## config.mk

```make
export PLATFORM = sky130hd
export DESIGN_NAME = isetbl_ctrl
export DESIGN_NICKNAME = d
export VERILOG_FILES = /design/src/rtl/isetbl_pkg.sv /design/src/rtl/isetbl_ctrl.sv
export SDC_FILE = /design/constraint.sdc
export NUM_CORES = 1
export LEC_CHECK = 0
export BUFFER_PORTS_ARGS = -buffer_cell sky130_fd_sc_hd__buf_4
export CORE_AREA = 2 2 39 41
export DETAILED_ROUTE_END_ITERATION = 16
export DIE_AREA = 0 0 41 43
export HOLD_SLACK_MARGIN = 0.06
export REMOVE_ABC_BUFFERS = 1
export SYNTH_ARGS = -nofsm -noshare
export SYNTH_HDL_FRONTEND = slang
export SYNTH_SLANG_ARGS = --single-unit
```

## constraint.sdc

```tcl
create_clock -name clk -period 5.1 [get_ports clk]
set_input_delay 0.765 -clock clk [delete_from_list [all_inputs] [get_ports clk]]
set_output_delay 0.765 -clock clk [all_outputs]
set_load 0.01 [all_outputs]
```

## src/rtl/isetbl_pkg.sv

```systemverilog
// ----------------------------------------------------------------------------
// isetbl_pkg
// Shared types, codes and defaults of the interval set table.
// ----------------------------------------------------------------------------
`default_nettype none

package isetbl_pkg;

  // default geometry
  localparam int ENTRIES_DEF = 64;
  localparam int CLASSES_DEF = 4;

  // field widths fixed by the interface
  localparam int CMD_W    = 2;
  localparam int CLS_IN_W = 2;
  localparam int TIME_W   = 32;
  localparam int IDX_IN_W = 6;
  localparam int STAT_W   = 3;
  localparam int COUNT_W  = 7;
  localparam int CFG_IX_W = 1;

  // command codes
  typedef enum logic [CMD_W-1:0] {
    CMD_ADD   = 2'd0,
    CMD_CLEAR = 2'd1,
    CMD_FLUSH = 2'd2,
    CMD_READ  = 2'd3
  } cmd_t;

  // result status codes
  localparam logic [STAT_W-1:0] ST_IGNORED   = 3'd0;
  localparam logic [STAT_W-1:0] ST_INSERTED  = 3'd1;
  localparam logic [STAT_W-1:0] ST_MERGED    = 3'd2;
  localparam logic [STAT_W-1:0] ST_FULL      = 3'd3;
  localparam logic [STAT_W-1:0] ST_CLEARED   = 3'd4;
  localparam logic [STAT_W-1:0] ST_READ_OK   = 3'd5;
  localparam logic [STAT_W-1:0] ST_BAD_INDEX = 3'd6;

  // configuration register indexes
  localparam logic [CFG_IX_W-1:0] CFG_WIN_START = 1'd0;
  localparam logic [CFG_IX_W-1:0] CFG_WIN_END   = 1'd1;

  // controller to datapath
  typedef struct packed {
    logic load;      // capture a new command
    logic init;      // reset scan pointers for the current class
    logic scan;      // stream one entry through the merge logic
    logic tail;      // final emit and count update of a class
    logic rd_issue;  // direct read of one entry
    logic done;      // result beat
  } ctl_t;

  // datapath to controller
  typedef struct packed {
    logic add_skip;  // add that leaves the table alone
    logic abort;     // insert into a full class
    logic scan_end;  // all entries of the class processed
    logic last_cls;  // scan is on the last class
  } sts_t;

endpackage

`default_nettype wire

```

## src/rtl/isetbl_ctrl.sv

```systemverilog
// ----------------------------------------------------------------------------
// isetbl_ctrl
// Sequencer: steps each command from load to result beat, via scan/tail or read as needed.
// ----------------------------------------------------------------------------
`default_nettype none

module isetbl_ctrl (
  input  wire logic                           clk,
  input  wire logic                           rst_n,
  input  wire logic                           start,
  input  wire logic [isetbl_pkg::CMD_W-1:0]   in_cmd,
  input  wire isetbl_pkg::sts_t               sts,
  output isetbl_pkg::ctl_t                    ctl,
  output logic                                busy
);

  typedef enum logic [5:0] {
    S_IDLE = 6'b000001,
    S_INIT = 6'b000010,
    S_SCAN = 6'b000100,
    S_TAIL = 6'b001000,
    S_READ = 6'b010000,
    S_DONE = 6'b100000
  } state_t;

  state_t            state_r, state_nxt;
  isetbl_pkg::cmd_t  op_r, op_nxt;

  // next state
  always_comb begin
    state_nxt = state_r;
    op_nxt    = op_r;
    case (state_r)
      S_IDLE: begin
        if (start) begin
          op_nxt = isetbl_pkg::cmd_t'(in_cmd);
          case (isetbl_pkg::cmd_t'(in_cmd))
            isetbl_pkg::CMD_ADD:   state_nxt = sts.add_skip ? S_DONE : S_INIT;
            isetbl_pkg::CMD_CLEAR: state_nxt = S_INIT;
            isetbl_pkg::CMD_FLUSH: state_nxt = S_DONE;
            default:               state_nxt = S_READ;
          endcase
        end
      end
      S_INIT: state_nxt = S_SCAN;
      S_SCAN: begin
        if (sts.abort)         state_nxt = S_DONE;
        else if (sts.scan_end) state_nxt = S_TAIL;
      end
      S_TAIL: begin
        if (op_r == isetbl_pkg::CMD_CLEAR && !sts.last_cls) state_nxt = S_INIT;
        else                                                  state_nxt = S_DONE;
      end
      S_READ: state_nxt = S_DONE;
      S_DONE: state_nxt = S_IDLE;
      default: state_nxt = S_IDLE;
    endcase
  end

  always_ff @(posedge clk) begin
    if (!rst_n) begin
      state_r <= S_IDLE;
      op_r    <= isetbl_pkg::CMD_ADD;
    end else begin
      state_r <= state_nxt;
      op_r    <= op_nxt;
    end
  end

  // commands
  assign ctl.load     = (state_r == S_IDLE) && start;
  assign ctl.init     = (state_r == S_INIT);
  assign ctl.scan     = (state_r == S_SCAN);
  assign ctl.tail     = (state_r == S_TAIL);
  assign ctl.rd_issue = (state_r == S_READ);
  assign ctl.done     = (state_r == S_DONE);
  assign busy         = (state_r != S_IDLE);

endmodule

`default_nettype wire

```

==> run_results.csv, run 1 <==
group,metric,value,unit
synth,ys_ff_latch,8,
route,first_pass_iters,4,
timing,fin_tns_setup,0,ns
global_route,grt_usage,0.160,
critical_path,cpPeakStageDelay,0.57,ns
synth,synthXorXnorAreaFrac,0.0190,
finish,fin_util,0.446,
clocking,htreeDepth,1,
floorplan,pin_count,16,
timing,fin_crit,2.58,ns
route,routed-wl-met2,504,um
critical_path,crit_slowest_cell,"or4_1",
power,p_leak,0.276,nW
finish,area_growth,33.6,%
global_route,grt_pass1_wl,1890,um
synth,ys_warn_count,0,
synth,synth_compound_area_frac,0.157,
timing,max_freq,388,MHz
floorplan,die_area,1760,um2
place,portBuffers,15,
critical_path,critPathKind,"register to output pin",
route,first_iter_violations,16,
synth,syn-instance-count,54,
critical_path,r2r_start,"state_r[3]",
critical_path,required,4.34,ns
timing,hold_violations,0,
place,dpl.hpwl,812,um
finish,final_nets,83,
critical_path,r2r_slack,3.28,ns
power,power,0.185,mW
place,dp_cells,85,
critical_path,worstPathMaxFanout,9,
timing,relSlewSlack,0.662,
route,drc_errors,0,
power,p_per_area,300,nW/um2
global_route,grt_remaining_overflow,0,
place,place.gp.congestion,0.763,
clocking,post_cts_buffers,0,
clocking,clk_path_buf_depth,2,
synth,synth_mux_area_frac,0.0434,
timing,post-route-period-util,0.505,
timing,maxSlewViolCount,0,
hold_path,min_from,"op_r[0]",
clocking,post_cts_resized,0,
clocking,cts_root_buffer,"clkbuf_4",
synth,syn_area,462,um2
floorplan,die_w,41,um
route,detail-route-antenna-nets,0,
synth,avgSynthCellArea,8.55,um2
clocking,clk_latency,0.27,ns
synth,yosysUniqueCellTypes,25,
hold_path,min_path_type,"register to register",
critical_path,cp.arrival,1.81,ns
finish,final_cell_mix,"buf_4 (15), dfxtp_1 (8), nor2_1 (6), nor3b_1 (4)",
synth,synthAdderAreaFrac,0,
run,maxCapViolCount,0,
finish,drive_gt1_frac,0.333,
finish,antennaDiodeCount,0,
global_route,grt_start_max_net_pins,10,
floorplan,start_util,0.334,
clocking,path_clk_slew,0.06,ns
critical_path,path_buf_inv,2,
route,routed_via_density,5.38,
route,met1Wirelength,453,um
route,top_layer,"met4",
route,num_vias,473,
timing,setup_ws,2.52,ns
critical_path,path_depth,4,
synth,synth_top_family_by_area,"simple AND/OR/NAND/NOR gates",
clocking,cts_buffers,3,
floorplan,core_area,1380,um2
critical_path,critPathCaptureType,"output pin",
critical_path,critPathLaunch,"state_r[3]",
place,pre_cts_ws,2.82,ns
power,peakVddDrop,109,uV
critical_path,crit_end,"ctl[3]",
finish,final_cells,88,
clocking,hold_buffers,0,
timing,rsz0062_at_grt,"false",
global_route,grt_pass1_vias,467,
hold_path,min_path_cells,2,
timing,finClkSkew,0.0118,ns
critical_path,path_cells,"or4_1, or3b_4, clkinv_2, buf_4",
critical_path,crit_path_start_kind,"register",
synth,synth_edf_count,0,
floorplan,std_cell_rows,14,
synth,ys_seq_area_frac,0.347,
critical_path,r2r_cells,4,
floorplan,die_y,43,um
outcome,status,"finished clean",
clocking,tritoncts,"done",
synth,synth-simple-area-share,0.398,
clocking,clock-sinks,8,
critical_path,critPathTopFamily,"simple AND/OR/NAND/NOR gates",
synth,synth_flop_cell,"dfxtp_1",
synth,postSynth.asyncResetShare,0,
finish,final_common_cell,"buf_4",
timing,finalSetupViolCount,0,
route,met3_length,80,um
critical_path,timing.rr.end,"state_r[5]",
timing,worst_slew_pin_slew,0.502,ns
route,routed_wl,1080,um
global_route,antenna_found_initial,0,
route,wl_per_cell,12.3,um
## how the worst min path moves through the flow
stage                  to  slack (ns)
2_1_floorplan  state_r[1]        0.45
3_3_place_gp   state_r[1]        0.48
3_5_place_dp   state_r[1]        0.48
4_1_cts        state_r[1]        0.49
5_1_grt        state_r[1]        0.50
6_report       state_r[1]        0.49
## worst register-to-register path, cell delays in order (launching register included)
cell and delay (ns):
dfxtp_1 0.38, or4_2 0.72, o31ai_2 0.34, a311o_2 0.21, nor2_1 0.05
## layer usage
metal,vias to the layer above,GRT usage
li1,240,-
met1,208,0.212
met2,20,0.219
met3,5,0.0314
met4,0,0.120
met5,-,0
## report_power, final
part | total (mW) | switching (mW) | internal, mW
sequential | 0.0770 | 0.00845 | 0.0685
clock | 0.0504 | 0.0233 | 0.0270
combinational | 0.0578 | 0.0276 | 0.0302
## cell usage after synthesis, drive strengths merged, types with 3 or more instances
master  instances  area [um2]
nand3           3        15.0
or4             3        23.8
nor2b           3        18.8
dfxtp           8         160
inv             3        11.3
nor2            6        22.5
nor3            3        15.0
nor3b           4        30.0
## area by class of cell
class                   count  area, um2
clock buffers               3       22.5
fillers                   146        767
inverters                   4       16.3
multi-input cells          42        285
flip-flops and latches      8        160
well taps                  16       20.0
repair buffers             15        113
## logic make-up (layout without fill, tap and decap cells)
family / after synthesis / after routing
buffers and inverters: 4 / 22
XOR/XNOR: 1 / 1
AO/OA/AOI/OAI: 8 / 8
multiplexers: 2 / 2
flip-flops: 8 / 8
AND/OR/NAND/NOR: 31 / 31
## per-stage QoR
stage	area [um2]	hold WS [ns]
6_report	617	0.488
4_1_cts	617	0.489
3_5_place_dp	594	0.481
2_1_floorplan	462	0.453
5_1_grt	617	0.502
3_3_place_gp	594	0.480
## flip-flops by register name (all words and copies together) (netlist names)
name     flops
state_r      6
op_r         2
No activity file was read; power rests on OpenSTA's default activity.
==> inputs of run 2 (changes only) <==
--- a/config.mk
+++ b/config.mk
@@ -5,6 +5,7 @@
 export SDC_FILE = /design/constraint.sdc
 export NUM_CORES = 1
 export LEC_CHECK = 0
+export ABC_AREA = 1
 export BUFFER_PORTS_ARGS = -buffer_cell sky130_fd_sc_hd__buf_4
 export CORE_AREA = 2 2 39 41
 export DETAILED_ROUTE_END_ITERATION = 16
==> constraint.sdc (replaced) <==
create_clock -name clk -period 2.2 [get_ports clk]
set_input_delay 0.33 -clock clk [delete_from_list [all_inputs] [get_ports clk]]
set_output_delay 0.33 -clock clk [all_outputs]
set_load 0.01 [all_outputs]
==> run 2 against run 1 <==
Cell count is 23% higher. Clock-buffer cell count stayed put. First-iteration DRC count is 31% lower. Power is 120% higher. Core utilization is 2.3 points higher. Critical path depth is 2 higher. Worst hold slack worse by 0.21 ns.
==> run_results.csv, run 2 <==
group,metric,value,unit
outcome,status,"finished clean",
floorplan,start_util,0.356,
global_route,grt_pass1_wl,1840,um
clocking,cts_root_buffer,"clkbuf_4",
route,first_iter_violations,11,
global_route,grt_start_max_net_pins,9,
timing,hold_violations,0,
timing,rsz0062_at_grt,"false",
timing,post-route-period-util,0.737,
timing,finalSetupViolCount,0,
timing,maxSlewViolCount,0,
synth,synth.most_common_cell,"nand2_1",
finish,area_growth,31.5,%
critical_path,r2r_cells,8,
timing,setup_ws,0.578,ns
finish,final_common_cell,"buf_4",
hold_path,min_from,"rst_n",
global_route,met1_usage,0.199,
global_route,grt_usage,0.158,
power,p_per_area,642,nW/um2
floorplan,die_area,1760,um2
synth,synth_flop_cell,"dfxtp_1",
critical_path,required,1.87,ns
synth,avgSynthCellArea,6.66,um2
synth,synth_area_leaders,"dfxtp_1 (32%), nand2_1 (9.9%), inv_1 (9.1%), nor2_1 (7.6%), nand4_1 (6.3%)",
timing,fin_crit,1.62,ns
clocking,clk_path_buf_depth,2,
route,first_pass_iters,4,
global_route,antenna_found_initial,0,
synth,ys_warn_count,0,
global_route,grt.busiest_layer,"met2",
synth,synth_top_area_share,0.325,
critical_path,cpPeakStageDelay,0.34,ns
hold_path,holdPathEnd,"state_r[0]",
route,routed_via_density,4.74,
clocking,hold_buffers,0,
synth,ys_ff_latch,8,
critical_path,r2r_start,"state_r[5]",
synth,ys_seq_area_frac,0.325,
finish,largest_reg_flops,6,
synth,syn_area,493,um2
global_route,grt_util_met3,0.0314,
place,dp_cells,105,
clocking,clk_latency,0.27,ns
route,num_vias,512,
floorplan,std_cell_rows,14,
power,p_leak,0.354,nW
timing,finClkSkew,0.00808,ns
hold_path,min_path_cells,2,
finish,final_cells,108,
finish,final_nets,103,
clocking,path_clk_slew,0.06,ns
place,pre_cts_ws,0.856,ns
critical_path,timing.rr.end,"state_r[1]",
finish,fin_area,648,um2
place,placed_area,626,um2
place,portBuffers,15,
global_route,grt_remaining_overflow,0,
route,detail-route-antenna-nets,0,
floorplan,die_y,43,um
clocking,post_cts_resized,0,
finish,top_regs,"state_r x6, op_r x2",
floorplan,die_w,41,um
critical_path,crit_slowest_cell,"dfxtp_1",
critical_path,critPathKind,"register to output pin",
finish,drive_gt1_frac,0.348,
synth,postSynth.asyncResetShare,0,
synth,synth_edf_count,0,
clocking,clock-sinks,8,
critical_path,cp.arrival,1.29,ns
place,dpl.hpwl,855,um
clocking,htreeDepth,1,
timing,relSlewSlack,0.852,
finish,final_cell_mix,"buf_4 (15), nand2_1 (13), inv_1 (12), nor2_1 (10), dfxtp_1 (8)",
finish,largest-register,"state_r",
synth,synth_top_area_cell,"dfxtp_1",
floorplan,pin_count,16,
finish,antennaDiodeCount,0,
synth,yosysUniqueCellTypes,21,
critical_path,worstPathMaxFanout,8,
timing,max_freq,617,MHz
critical_path,crit_path_start_kind,"register",
clocking,tritoncts,"done",
timing,fin_tns_setup,0,ns
finish,fillerInstances,147,
floorplan,core_area,1380,um2
critical_path,r2r_slack,1.01,ns
critical_path,critPathCaptureType,"output pin",
clocking,cts_buffers,3,
hold_path,min_path_type,"input port to register",
timing,worst_slew_pin_slew,0.221,ns
route,wl_per_cell,9.66,um
route,drc_errors,0,
route,routed_wl,1040,um
global_route,met2_usage,0.225,
clocking,post_cts_buffers,0,
synth,synthTopCellsByCount,"nand2_1 (13), inv_1 (12), nor2_1 (10)",
synth,syn-instance-count,74,
critical_path,path_cells,"nor2_4, nand2_2, nor2_4, nand2_2, clkinv_2, buf_4",
power,power,0.416,mW
place,place.gp.congestion,0.761,
run,maxCapViolCount,0,
global_route,grt_pass1_vias,471,
power,peakVddDrop,327,uV
==> run 2: cell count changes in the layout (fill, tap and decap cells not counted), sizes merged, moves of 3 or more <==
cell | previous run | this run
nor3b | 4 | 0
o21ai | 0 | 4
or4 | 3 | 0
nand4 | 0 | 5
nor2 | 6 | 15
nor2b | 3 | 0
nand2 | 2 | 17
inv | 3 | 13
==> run 2: cell type report <==
type                       instances  area [um2]  share of cell area
clock buffer                       3        22.5              0.0347
timing repair buffer              15         113               0.174
sequential                         8         160               0.247
inverter                          14        53.8              0.0830
multi-input combinational         52         279               0.431
tap                               16        20.0              0.0309
==> run 2: cell families (layout without fill, tap and decap cells) <==
logic type,count (synthesis),in the layout,share of synthesized area
flip-flops,8,8,0.325
AND/OR/NAND/NOR,45,45,0.482
AO/OA/AOI/OAI,7,7,0.0838
buffers and inverters,14,32,0.109
==> run 2: worst max path at each step <==
stage / from / cells after the start / endpoint
2_1_floorplan: state_r[5] / 5 / ctl[5]
3_3_place_gp: state_r[3] / 6 / ctl[5]
3_5_place_dp: state_r[3] / 6 / ctl[5]
4_1_cts: state_r[5] / 6 / ctl[5]
5_1_grt: state_r[5] / 6 / ctl[5]
6_report: state_r[5] / 6 / ctl[5]
==> run 2: where the power goes <==
group          total [mW]  internal, mW  leakage [nW]  switching, mW
Combinational       0.129        0.0556         0.275         0.0734
Clock               0.118        0.0628        0.0138         0.0550
Sequential          0.169         0.158        0.0654         0.0112
Total               0.416         0.277         0.354          0.140
==> run 2: critical path, delay by kind of cell (launching register included) <==
kind / cells / cell delay [ns]
buf+inv: 2 / 0.17
flops: 1 / 0.34
simple gates: 4 / 0.52
==> run 2: metal layers <==
metal  share of wire  up-vias
met2            0.45       21
met5               0        -
met4           0.034        0
met1            0.44      216
met3           0.079        5
li1                -      270
==> run 2: stage by stage <==
| step | hold slack, ns | util |
|---|---|---|
| 2_1_floorplan | 0.414 | - |
| 3_3_place_gp | 0.491 | 0.452 |
| 3_5_place_dp | 0.485 | 0.452 |
| 4_1_cts | 0.282 | 0.468 |
| 5_1_grt | 0.281 | 0.468 |
| 6_report | 0.275 | 0.468 |
